## src/design/psc_pkg.sv

```systemverilog
// Package for the priority tick scheduler: widths, codes, payload and control types.
`timescale 1ns / 1ps
`default_nettype none
package psc_pkg;

    localparam int NUM_PROCS_DEF = 4;
    localparam int PROC_W        = 3;
    localparam int PRIO_W        = 8;
    localparam int TICK_W        = 32;
    localparam int CFG_DATA_W    = 64;
    localparam int CFG_ADDR_W    = 4;

    // register index taken from paddr[3]
    localparam logic REG_PRIORITY_WORDS = 1'b0;

    localparam logic REQ_TICK  = 1'b0;
    localparam logic REQ_BLOCK = 1'b1;

    typedef struct packed {
        logic              req_type;
        logic [PROC_W-1:0] proc_index;
        logic              blocked;
    } psc_req_t;

    typedef struct packed {
        logic [PROC_W-1:0] current_proc;
        logic [PRIO_W-1:0] current_ticks;
        logic              reloaded;
        logic [TICK_W-1:0] tick_count;
    } psc_rsp_t;

    typedef enum logic [1:0] {
        ST_IDLE,
        ST_SCAN,
        ST_FINISH,
        ST_FLAG
    } psc_state_t;

    typedef struct packed {
        logic load;
        logic step;
        logic finish;
        logic flag_wr;
        logic sel_cur;
    } psc_cmd_t;

    typedef struct packed {
        logic scan_last;
    } psc_sts_t;

endpackage
`default_nettype wire

```

## src/design/psc_ctrl.sv

```systemverilog
// Controller state machine for the priority tick scheduler.
`timescale 1ns / 1ps
`default_nettype none
module psc_ctrl
    import psc_pkg::*;
(
    input  wire logic     clk,
    input  wire logic     rst_n,
    input  wire logic     start,
    input  wire logic     req_type,
    input  wire psc_sts_t sts,
    output psc_cmd_t      cmd,
    output logic          busy
);

    psc_state_t state_reg;
    psc_state_t state_next;

    always_ff @(posedge clk or negedge rst_n)
    begin
        if (!rst_n)
        begin
            state_reg <= ST_IDLE;
        end
        else
        begin
            state_reg <= state_next;
        end
    end

    always_comb
    begin
        state_next = state_reg;
        unique case (state_reg)
            ST_IDLE:
            begin
                if (start)
                begin
                    state_next = (req_type == REQ_TICK) ? ST_SCAN : ST_FLAG;
                end
            end
            ST_SCAN:
            begin
                if (sts.scan_last)
                begin
                    state_next = ST_FINISH;
                end
            end
            ST_FINISH: state_next = ST_IDLE;
            ST_FLAG:   state_next = ST_IDLE;
            default:   state_next = ST_IDLE;
        endcase
    end

    always_comb
    begin
        cmd  = '0;
        busy = 1'b1;
        unique case (state_reg)
            ST_IDLE:
            begin
                busy     = 1'b0;
                cmd.load = start;
            end
            ST_SCAN:   cmd.step = 1'b1;
            ST_FINISH: cmd.finish = 1'b1;
            ST_FLAG:
            begin
                cmd.flag_wr = 1'b1;
                cmd.sel_cur = 1'b1;
            end
            default:   cmd = '0;
        endcase
    end

endmodule
`default_nettype wire

```

## src/design/psc_dp.sv

```systemverilog
// Datapath for the priority tick scheduler: process table, scan unit and result register.
`timescale 1ns / 1ps
`default_nettype none
module psc_dp
    import psc_pkg::*;
#(
    parameter int NUM_PROCS = NUM_PROCS_DEF
)
(
    input  wire logic                       clk,
    input  wire logic                       rst_n,
    input  wire psc_req_t                   req,
    input  wire logic [NUM_PROCS*PRIO_W-1:0] prio_words,
    input  wire psc_cmd_t                   cmd,
    output psc_sts_t                        sts,
    output psc_rsp_t                        rsp,
    output logic                            done
);

    localparam int IDXW = (NUM_PROCS > 1) ? $clog2(NUM_PROCS) : 1;

    psc_req_t                req_reg;
    logic [IDXW-1:0]         idx_reg,      idx_next;
    logic [IDXW-1:0]         best_idx_reg, best_idx_next;
    logic [PRIO_W-1:0]       best_reg,     best_next;
    logic [IDXW-1:0]         cur_reg,      cur_next;
    logic [TICK_W-1:0]       gticks_reg,   gticks_next;
    logic [PRIO_W-1:0]       ticks_reg [NUM_PROCS];
    logic [PRIO_W-1:0]       ticks_next [NUM_PROCS];
    logic [NUM_PROCS-1:0]    blk_reg,      blk_next;
    psc_rsp_t                rsp_reg,      rsp_next;
    logic                    done_reg,     done_next;

    logic [IDXW-1:0]         rd_addr;
    logic [PRIO_W-1:0]       rd_ticks;
    logic                    rd_blk;
    logic [PRIO_W-1:0]       step_val;
    logic                    proc_ok;

    assign rd_addr  = cmd.sel_cur ? cur_reg : idx_reg;
    assign rd_ticks = ticks_reg[rd_addr];
    assign rd_blk   = blk_reg[rd_addr];
    assign proc_ok  = ({1'b0, req_reg.proc_index} < (PROC_W + 1)'(NUM_PROCS));

    always_comb
    begin
        step_val = rd_ticks;
        if ((idx_reg == cur_reg) && (rd_ticks != '0))
        begin
            step_val = rd_ticks - PRIO_W'(1);
        end
    end

    assign sts.scan_last = (idx_reg == IDXW'(NUM_PROCS - 1));

    always_comb
    begin
        idx_next      = idx_reg;
        best_idx_next = best_idx_reg;
        best_next     = best_reg;
        cur_next      = cur_reg;
        gticks_next   = gticks_reg;
        ticks_next    = ticks_reg;
        blk_next      = blk_reg;
        rsp_next      = rsp_reg;
        done_next     = 1'b0;

        if (cmd.load)
        begin
            idx_next      = '0;
            best_next     = '0;
            best_idx_next = '0;
            if (req.req_type == REQ_TICK)
            begin
                gticks_next = gticks_reg + TICK_W'(1);
            end
        end

        if (cmd.step)
        begin
            ticks_next[idx_reg] = step_val;
            if (!rd_blk && (step_val > best_reg))
            begin
                best_next     = step_val;
                best_idx_next = idx_reg;
            end
            idx_next = idx_reg + IDXW'(1);
        end

        if (cmd.finish)
        begin
            rsp_next.tick_count = gticks_reg;
            done_next           = 1'b1;
            if (best_reg == '0)
            begin
                for (int i = 0; i < NUM_PROCS; i++)
                begin
                    ticks_next[i] = prio_words[i*PRIO_W +: PRIO_W];
                end
                rsp_next.current_proc  = PROC_W'(cur_reg);
                rsp_next.current_ticks = prio_words[cur_reg*PRIO_W +: PRIO_W];
                rsp_next.reloaded      = 1'b1;
            end
            else
            begin
                cur_next               = best_idx_reg;
                rsp_next.current_proc  = PROC_W'(best_idx_reg);
                rsp_next.current_ticks = best_reg;
                rsp_next.reloaded      = 1'b0;
            end
        end

        if (cmd.flag_wr)
        begin
            if (proc_ok)
            begin
                blk_next[req_reg.proc_index[IDXW-1:0]] = req_reg.blocked;
            end
            rsp_next.current_proc  = PROC_W'(cur_reg);
            rsp_next.current_ticks = rd_ticks;
            rsp_next.reloaded      = 1'b0;
            rsp_next.tick_count    = gticks_reg;
            done_next              = 1'b1;
        end
    end

    always_ff @(posedge clk)
    begin
        if (cmd.load)
        begin
            req_reg <= req;
        end
        idx_reg      <= idx_next;
        best_reg     <= best_next;
        best_idx_reg <= best_idx_next;
        rsp_reg      <= rsp_next;
    end

    always_ff @(posedge clk or negedge rst_n)
    begin
        if (!rst_n)
        begin
            cur_reg    <= '0;
            gticks_reg <= '0;
            blk_reg    <= '0;
            done_reg   <= 1'b0;
            for (int i = 0; i < NUM_PROCS; i++)
            begin
                ticks_reg[i] <= '0;
            end
        end
        else
        begin
            cur_reg    <= cur_next;
            gticks_reg <= gticks_next;
            blk_reg    <= blk_next;
            done_reg   <= done_next;
            ticks_reg  <= ticks_next;
        end
    end

    assign rsp  = rsp_reg;
    assign done = done_reg;

endmodule
`default_nettype wire

```

## src/design/priority_tick_scheduler_core.sv

```systemverilog
// Top level of the priority tick scheduler: APB register, controller and datapath.
`timescale 1ns / 1ps
`default_nettype none
// Usage:
//   Request channel: drive req and raise start; the transaction is taken at a
//   rising edge where start is high and busy is low. busy stays high until
//   the result has been produced.
//   Result channel: rsp is valid for exactly one cycle while done is high.
//   The receiver cannot stall; every transaction yields exactly one result.
//   A tick request walks the process table one entry per cycle through the
//   single scan unit, then picks the winner or reloads the table in the
//   finish state; done is registered and rises once that state ends. A
//   blocked-flag write raises done, registered, once the flag state ends. A
//   new request is taken at the edge that ends the done cycle.
//   Config: APB write of priority_words (64 bits) at byte address 0 (any address
//   with paddr[3] low); write only while busy is low and no result is pending.
//   Reset: process ticks and blocked flags clear, current process is 0, the
//   tick counter and priority_words clear.
module priority_tick_scheduler_core
    import psc_pkg::*;
#(
    parameter int NUM_PROCS = NUM_PROCS_DEF
)
(
    input  wire logic                  clk,
    input  wire logic                  rst_n,
    input  wire logic                  start,
    output logic                       busy,
    input  wire psc_req_t              req,
    output logic                       done,
    output psc_rsp_t                   rsp,
    input  wire logic                  psel,
    input  wire logic                  penable,
    input  wire logic                  pwrite,
    input  wire logic [CFG_ADDR_W-1:0] paddr,
    input  wire logic [CFG_DATA_W-1:0] pwdata,
    output logic [CFG_DATA_W-1:0]      prdata,
    output logic                       pready
);

    logic [CFG_DATA_W-1:0] prio_reg;
    logic [CFG_DATA_W-1:0] prio_next;
    logic                  cfg_wr;
    psc_cmd_t              cmd;
    psc_sts_t              sts;

    assign pready = 1'b1;
    assign cfg_wr = psel && penable && pwrite && pready;

    always_comb
    begin
        prio_next = prio_reg;
        if (cfg_wr && (paddr[3] == REG_PRIORITY_WORDS))
        begin
            prio_next = pwdata;
        end
    end

    always_ff @(posedge clk or negedge rst_n)
    begin
        if (!rst_n)
        begin
            prio_reg <= '0;
        end
        else
        begin
            prio_reg <= prio_next;
        end
    end

    assign prdata = (paddr[3] == REG_PRIORITY_WORDS) ? prio_reg : '0;

    psc_ctrl u_ctrl (
        .clk      (clk),
        .rst_n    (rst_n),
        .start    (start),
        .req_type (req.req_type),
        .sts      (sts),
        .cmd      (cmd),
        .busy     (busy)
    );

    psc_dp #(
        .NUM_PROCS (NUM_PROCS)
    ) u_dp (
        .clk        (clk),
        .rst_n      (rst_n),
        .req        (req),
        .prio_words (prio_reg[NUM_PROCS*PRIO_W-1:0]),
        .cmd        (cmd),
        .sts        (sts),
        .rsp        (rsp),
        .done       (done)
    );

endmodule
`default_nettype wire
```

## config.mk

```make
export PLATFORM = sky130hd
export DESIGN_NAME = priority_tick_scheduler_core
export DESIGN_NICKNAME = d
export VERILOG_FILES = /design/src/design/psc_pkg.sv /design/src/design/psc_ctrl.sv /design/src/design/psc_dp.sv /design/src/design/priority_tick_scheduler_core.sv
export SDC_FILE = /design/constraint.sdc
export NUM_CORES = 1
export LEC_CHECK = 0
export ABC_AREA = 1
export BUFFER_PORTS_ARGS = -buffer_cell sky130_fd_sc_hd__buf_2
export CAP_MARGIN = 30
export CORE_AREA = 2 2 184 186
export DETAILED_ROUTE_END_ITERATION = 12
export DIE_AREA = 0 0 186 188
export PLACE_DENSITY = 0.6
export SLEW_MARGIN = 20
export SYNTH_ARGS = -nofsm -noshare
export SYNTH_HDL_FRONTEND = slang
export SYNTH_SLANG_ARGS = --single-unit
```

## constraint.sdc

```tcl
create_clock -name clk -period 6.6 [get_ports clk]
set_clock_uncertainty 0.15 [all_clocks]
set_input_delay 0.66 -clock clk [delete_from_list [all_inputs] [get_ports clk]]
set_output_delay 0.66 -clock clk [all_outputs]
set_load 0.1 [all_outputs]
```

### Word level (Yosys, flattened, before mapping)

Cells that the tools add are included.

| storage, ports and cells | value |
|---|---|
| bits in latches | 0 |
| output and inout port bits | 111 |
| memories | 0 |
| word-level logic and storage cells | 100 |
| bits in writable memories | 0 |
| bits of input ports | 79 |
| ROM bits | 0 |
| register bits | 196 |

| operators by class | value |
|---|---|
| reduce and logical (&&, ||, !) cells | 18 |
| bitwise operators | 5 |
| mux-type cells | 39 |
| add/sub/neg operators | 3 |
| multiply operators | 0 |
| div/mod/pow operators | 0 |
| eq/ne operators | 7 |
| $lt $le $gt $ge | 8 |
| shifts and indexed selects | 1 |

Operators with widths:

| cell | count |
|---|---|
| $mux W32 | 3 |
| $mux W43 | 2 |
| $mux W64 | 1 |
| $mux W8 | 7 |
| $add A32 B1 Y32 const B | 1 |
| $bwmux W32 | 1 |
| $shiftx A32 B6 Y8 | 1 |
| $mux W2 | 10 |
| $bmux W8 S2 | 1 |
| $demux W8 S2 | 1 |
| $mux W11 | 1 |
| $gt A8 B8 Y1 | 1 |
| $logic_not A8 Y1 | 1 |
| $mux W1 | 8 |
| $reduce_and A2 Y1 | 4 |
| $reduce_bool A8 Y1 | 1 |
| $sub A8 B1 Y8 const B | 1 |
| $logic_and A1 B1 Y1 | 7 |
| $eq A2 B2 Y1 const B | 3 |
| $ge A3 B3 Y1 const B | 2 |
| $lt A2 B3 Y1 const B | 2 |
| $not A2 Y3 | 2 |
| $pmux W2 S3 | 1 |
| $bwmux W4 | 1 |
| other kinds (14) | 18 |

### Logic depth before layout (Yosys ltp)

| depth | value |
|---|---|
| word-level depth | 14 |
| mapped depth | 28 |

### Modules after synthesis

A second synthesis with hierarchy kept.

| second synthesis, totals | value |
|---|---|
| cell total of the unflattened synthesis | 1258 |
| area total of the unflattened synthesis | 10158.5 µm² |

Modules (own cells, without submodules):

| module | cells an instance | instances | area an instance (µm²) |
|---|---|---|---|
| psc_dp | 822 | 1 | 6905.4 |
| priority_tick_scheduler_core | 418 | 1 | 3134.3 |
| psc_ctrl | 18 | 1 | 118.9 |

### Least setup slack after synthesis

OpenSTA, ideal clock, no wires.

| timing | value |
|---|---|
| path kind | flip-flop to flip-flop |
| start | register u_ctrl.state_reg[0] |
| end | register u_dp.best_idx_reg[0] |
| setup time | 0.128 ns |
| data arrival time | 3.348 ns |
| stages on the path, launching flop included | 29 |
| required time | 6.322 ns |
| period minus slack after synthesis | 3.626 ns |
| setup slack | 2.974 ns |
| cell sequence | dfrtp_1 buf_4 nand2_4 nand2_4 nand2_2 buf_2 nand2_1 nand3_1 nand2_1 ha_1 nand2_1 nor2_1 nand2_2 nand2_4 inv_4 nand2_1 nand2_2 inv_1 ha_1 nand2_1 inv_1 nand3_1 a21oi_1 inv_1 a2bb2oi_1 nand4_1 clkbuf_1 nand3_1 o21ai_0 |

| on the way | value |
|---|---|
| cells in the longest elaborated chain, start to end | 14 |
| elaborated cells on any way between the ends | 23 |
| those cells by class | add/sub (1); order compare (1); eq/ne (2); mux (13); bitwise (1); reduce/logical (5) |

Ends and longest elaborated chain:

| element | line | text |
|---|---|---|
| start, declared | psc_ctrl.sv:16 | `psc_state_t state_reg;` |
| start signal, assigned | psc_ctrl.sv:27 | `state_reg <= state_next;` |
| branches (longest 13 deep; another with $sub A8 B1 Y8) | -- |  |
| $mux W2 (*) | psc_dp.sv:79 | `if (cmd.step)` |
| via u_dp.best_idx_next[0] | psc_dp.sv:24 | `logic [IDXW-1:0] best_idx_reg, best_idx_next;` |
| end signal, assigned | psc_dp.sv:135 | `best_idx_reg <= best_idx_next;` |
| end, declared | psc_dp.sv:24 |  |

Mark *: on every way through the listed nets, which the timed path passes. The select of a mux whose other input is x is not followed.
A chain may end at the register's enable or synchronous reset.

### Worst setup path in the final report

| timing | value |
|---|---|
| start | register u_ctrl.state_reg[1] |
| end | register u_dp.best_idx_reg[0] |

Same word-level chain as after synthesis.

==> summary.txt <==
Largest cells by area after synthesis = dfrtp_1, edfxtp_1, nand2_1
Compound-Gate Fraction of Synth Area = 9.58%
Layout fillers = 3492
RSZ-0062 raised after global routing = false
HPWL after detailed placement = 18600 µm
CP endpoint kind = flip-flop
Worst skew pair latency = 0.44 ns
Final period util = 74.6%
Crit start category = flip-flop
Largest family of logic cells by synthesized area = simple AND/OR/NAND/NOR gates
Worst EP required = 6.75 ns
Post-synthesis sequential area ratio = 52.2%
Total of max-cap violations = 0
Final Hold Viols = 0
Fin area = 0.0117 mm²
Yosys cell types = 44
Largest net degree at the start of global routing = 85
N_diodes = 0
FF+latch count, synth = 196
Syn avg cell area = 8.21 µm²
Initial antenna violation count = 0
DR vias/cell = 4.50
CTS Buf Count = 17
Switching portion of total power = 53.4%
Most frequent cells in the layout = nand2_1, buf_2, nor2_1, inv_1, dfrtp_1
Mapped Area = 0.00976 mm²
Syn Nets = 1283
Maximum vdd drop = 266 µV
# rows = 67
Fraction of registers with async set or reset after synthesis = 69.9%
Die ar. = 0.0350 mm²
DR pass1 iterations = 5
Post-synth top area cell = dfrtp_1
Wirelength per Cell = 14.0 µm
Largest fanout on the critical path = 21
Share of layout cells above drive strength 1 = 19.2%
Num Clock Sinks = 196
Cell Pwr Density = 534 mW/mm²
Vias in the first global route = 7903
Int Pwr = 2.90 mW
DR iter-0 viols = 477
Input/output buffers = 184
Max FFs per register = 64
Final min period = 4.92 ns
Core Region = 0.0331 mm²
Top cell type's share of synthesized area = 35.1%
Clock power share = 15.9%
Synth Warn # = 0
H-Tree Depth = 4
Comb pwr share = 54.9%
Multiplexer share of the synthesized area = 0%
Commonest non-fill, non-tap cell in the layout = nand2_1
CP Class = flip-flop to flip-flop
DR DRC count = 0
Achievable Freq = 203 MHz
Worst slew pin tran = 0.758 ns
Layout Nets = 1443
Max-slew violations = 0
Hold-fix buffers, CTS = 0
Io pins = 190
Simple-Gate Fraction of Synth Area = 24.5%
Worst Hold Class = input pin to asynchronous set/reset pin
DR vias = 8154
Hold slack final = 0.0800 ns
XOR/XNOR share of the synthesized area = 3.05%
Sequential Power Share = 29.2%
Post-Route M1 WL = 12000 µm
Post-CTS setup repair buffer count = 0
Initial core utilization = 29.5%
Setup tns final = 0 ns
Setup Viol. Count Final = 0
Mapped Cells = 1189
Met2 Wirelength = 11200 µm
Global-route wire length before repair = 41400 µm
Clock Pin Slew Worst Setup and Hold Paths = 0.08 ns
Dpl cell area = 0.0111 mm²
Global placer's final weighted congestion = 0.895
Area Growth Syn to Fin = 19.6%
Tot GR Track Use = 15.1%
DR top layer = met4
Die Span Y = 188 µm
Clock Tree Buf Depth = 2
Die Wd = 186 µm
Post-DRT Antenna Nets = 0
Top_reg_cell synth = dfrtp_1
CTS tree = built
WP data arrival = 5.07 ns
Status = finished, final reports clean
WL final = 25400 µm
Post-CTS Resized = 0
Met3 WL = 1860 µm
Post-synth EDFFs = 48
Post-Synth Adder-Cell Area = 1.92%
Root Driver = clkbuf_16
Sw Pwr = 3.33 mW
Slew HR = 49.3%
Gr ovfl total = 0
Leakage power = 6.03 nW
==> Yosys cell counts, types with 4 or more instances <==
cell type and instances:
o21a_1 14, inv_1 158, xnor2_1 14, a21oi_1 100, nor2_1 182, or2_2 4, o21ai_0 37, nand2_2 14
nand4_1 13, edfxtp_1 48, o21ai_1 6, dfxtp_1 11, buf_4 5, nand2_4 4, xor2_1 20, nor3_1 5
dfrtp_1 137, buf_2 4, o221ai_1 6, clkbuf_1 40, ha_1 15, nand2_1 236, nand3_1 86
==> final timing paths <==
kind	startpoint	endpoint	slack [ns]	cells past startpoint
max	u_ctrl.state_reg[1]$_DFFE_PN0P_	u_dp.best_idx_reg[0]$_DFF_P_	1.68	25
min	rst_n	prio_reg[36]$_DFFE_PN0P_	0.08	1
max reg2reg	u_ctrl.state_reg[1]$_DFFE_PN0P_	u_dp.best_idx_reg[0]$_DFF_P_	1.68	25
min reg2reg	u_dp.rsp[32]$_SDFFE_PP0P_	u_dp.rsp[32]$_SDFFE_PP0P_	0.30	2
max in group asynchronous	rst_n	u_ctrl.state_reg[1]$_DFFE_PN0P_	5.03	3
min in group clk	req[1]	u_dp.req_reg[1]$_DFFE_PP_	0.25	1
==> power by group through the flow <==
stage	combinational, mW	sequential, mW	clock (mW)
4_1_cts	3.43	1.82	1.02
2_1_floorplan	2.11	2.40	0
3_5_place_dp	3.43	1.85	0
6_report	3.42	1.82	0.990
3_3_place_gp	3.39	1.84	0
5_1_grt	3.76	1.86	1.07
==> worst max-delay path, stage by stage, from the launching register on <==
cell	delay, ns
dfrtp_4	0.59
nand2_4	0.18
nand2_4	0.17
nand2_2	0.39
nand2_1	0.10
nand3_1	0.09
nand2_1	0.17
ha_1	0.26
nand2_1	0.07
nor2_1	0.05
nand2_2	0.10
nand2_4	0.10
inv_4	0.16
nand2_1	0.08
nand2_2	0.19
inv_1	0.07
ha_1	0.29
nand2_1	0.05
inv_1	0.06
o21ai_0	0.07
a21oi_1	0.12
inv_1	0.05
a2bb2oi_1	0.20
nand4_1	0.63
nand3_1	0.24
o21ai_0	0.11
==> routing by layer <==
layer / vias to the layer above / global-route usage, %
met2: 275 / 23.1
li1: 4091 / -
met5: - / 0
met3: 20 / 3.98
met4: 0 / 3.88
met1: 3768 / 21.0
==> stage by stage <==
stage | power, mW | std cells | util [%] | setup slack, ns
floorplan | 4.51 | 1189 | - | 2.97
global placement | 5.23 | 1776 | 33.4 | 1.68
detailed placement | 5.27 | 1777 | 33.5 | 1.66
CTS | 6.28 | 1809 | 35.2 | 1.62
global route | 6.70 | 1810 | 35.2 | 1.13
finish | 6.23 | 1810 | 35.2 | 1.68
==> kinds of logic after synthesis <==
family	count (synthesis)
AND/OR/NAND/NOR	556
buffers and inverters	215
XOR/XNOR	34
AO/OA/AOI/OAI	171
flip-flops	196
adder cells (fa/ha/maj)	15
other	2
==> area by class of cell <==
class                           count  area [µm²]  share of cell area [%]
Inverter                          162         611                    5.23
Clock inverter                     14         116                   0.997
Sequential cell                   196        5090                    43.7
Tap cell                          448         561                    4.80
Clock buffer                       18         429                    3.68
Multi-Input combinational cell    778        3820                    32.8
Timing Repair Buffer              194        1030                    8.87
(Power assumes the default switching activity.)
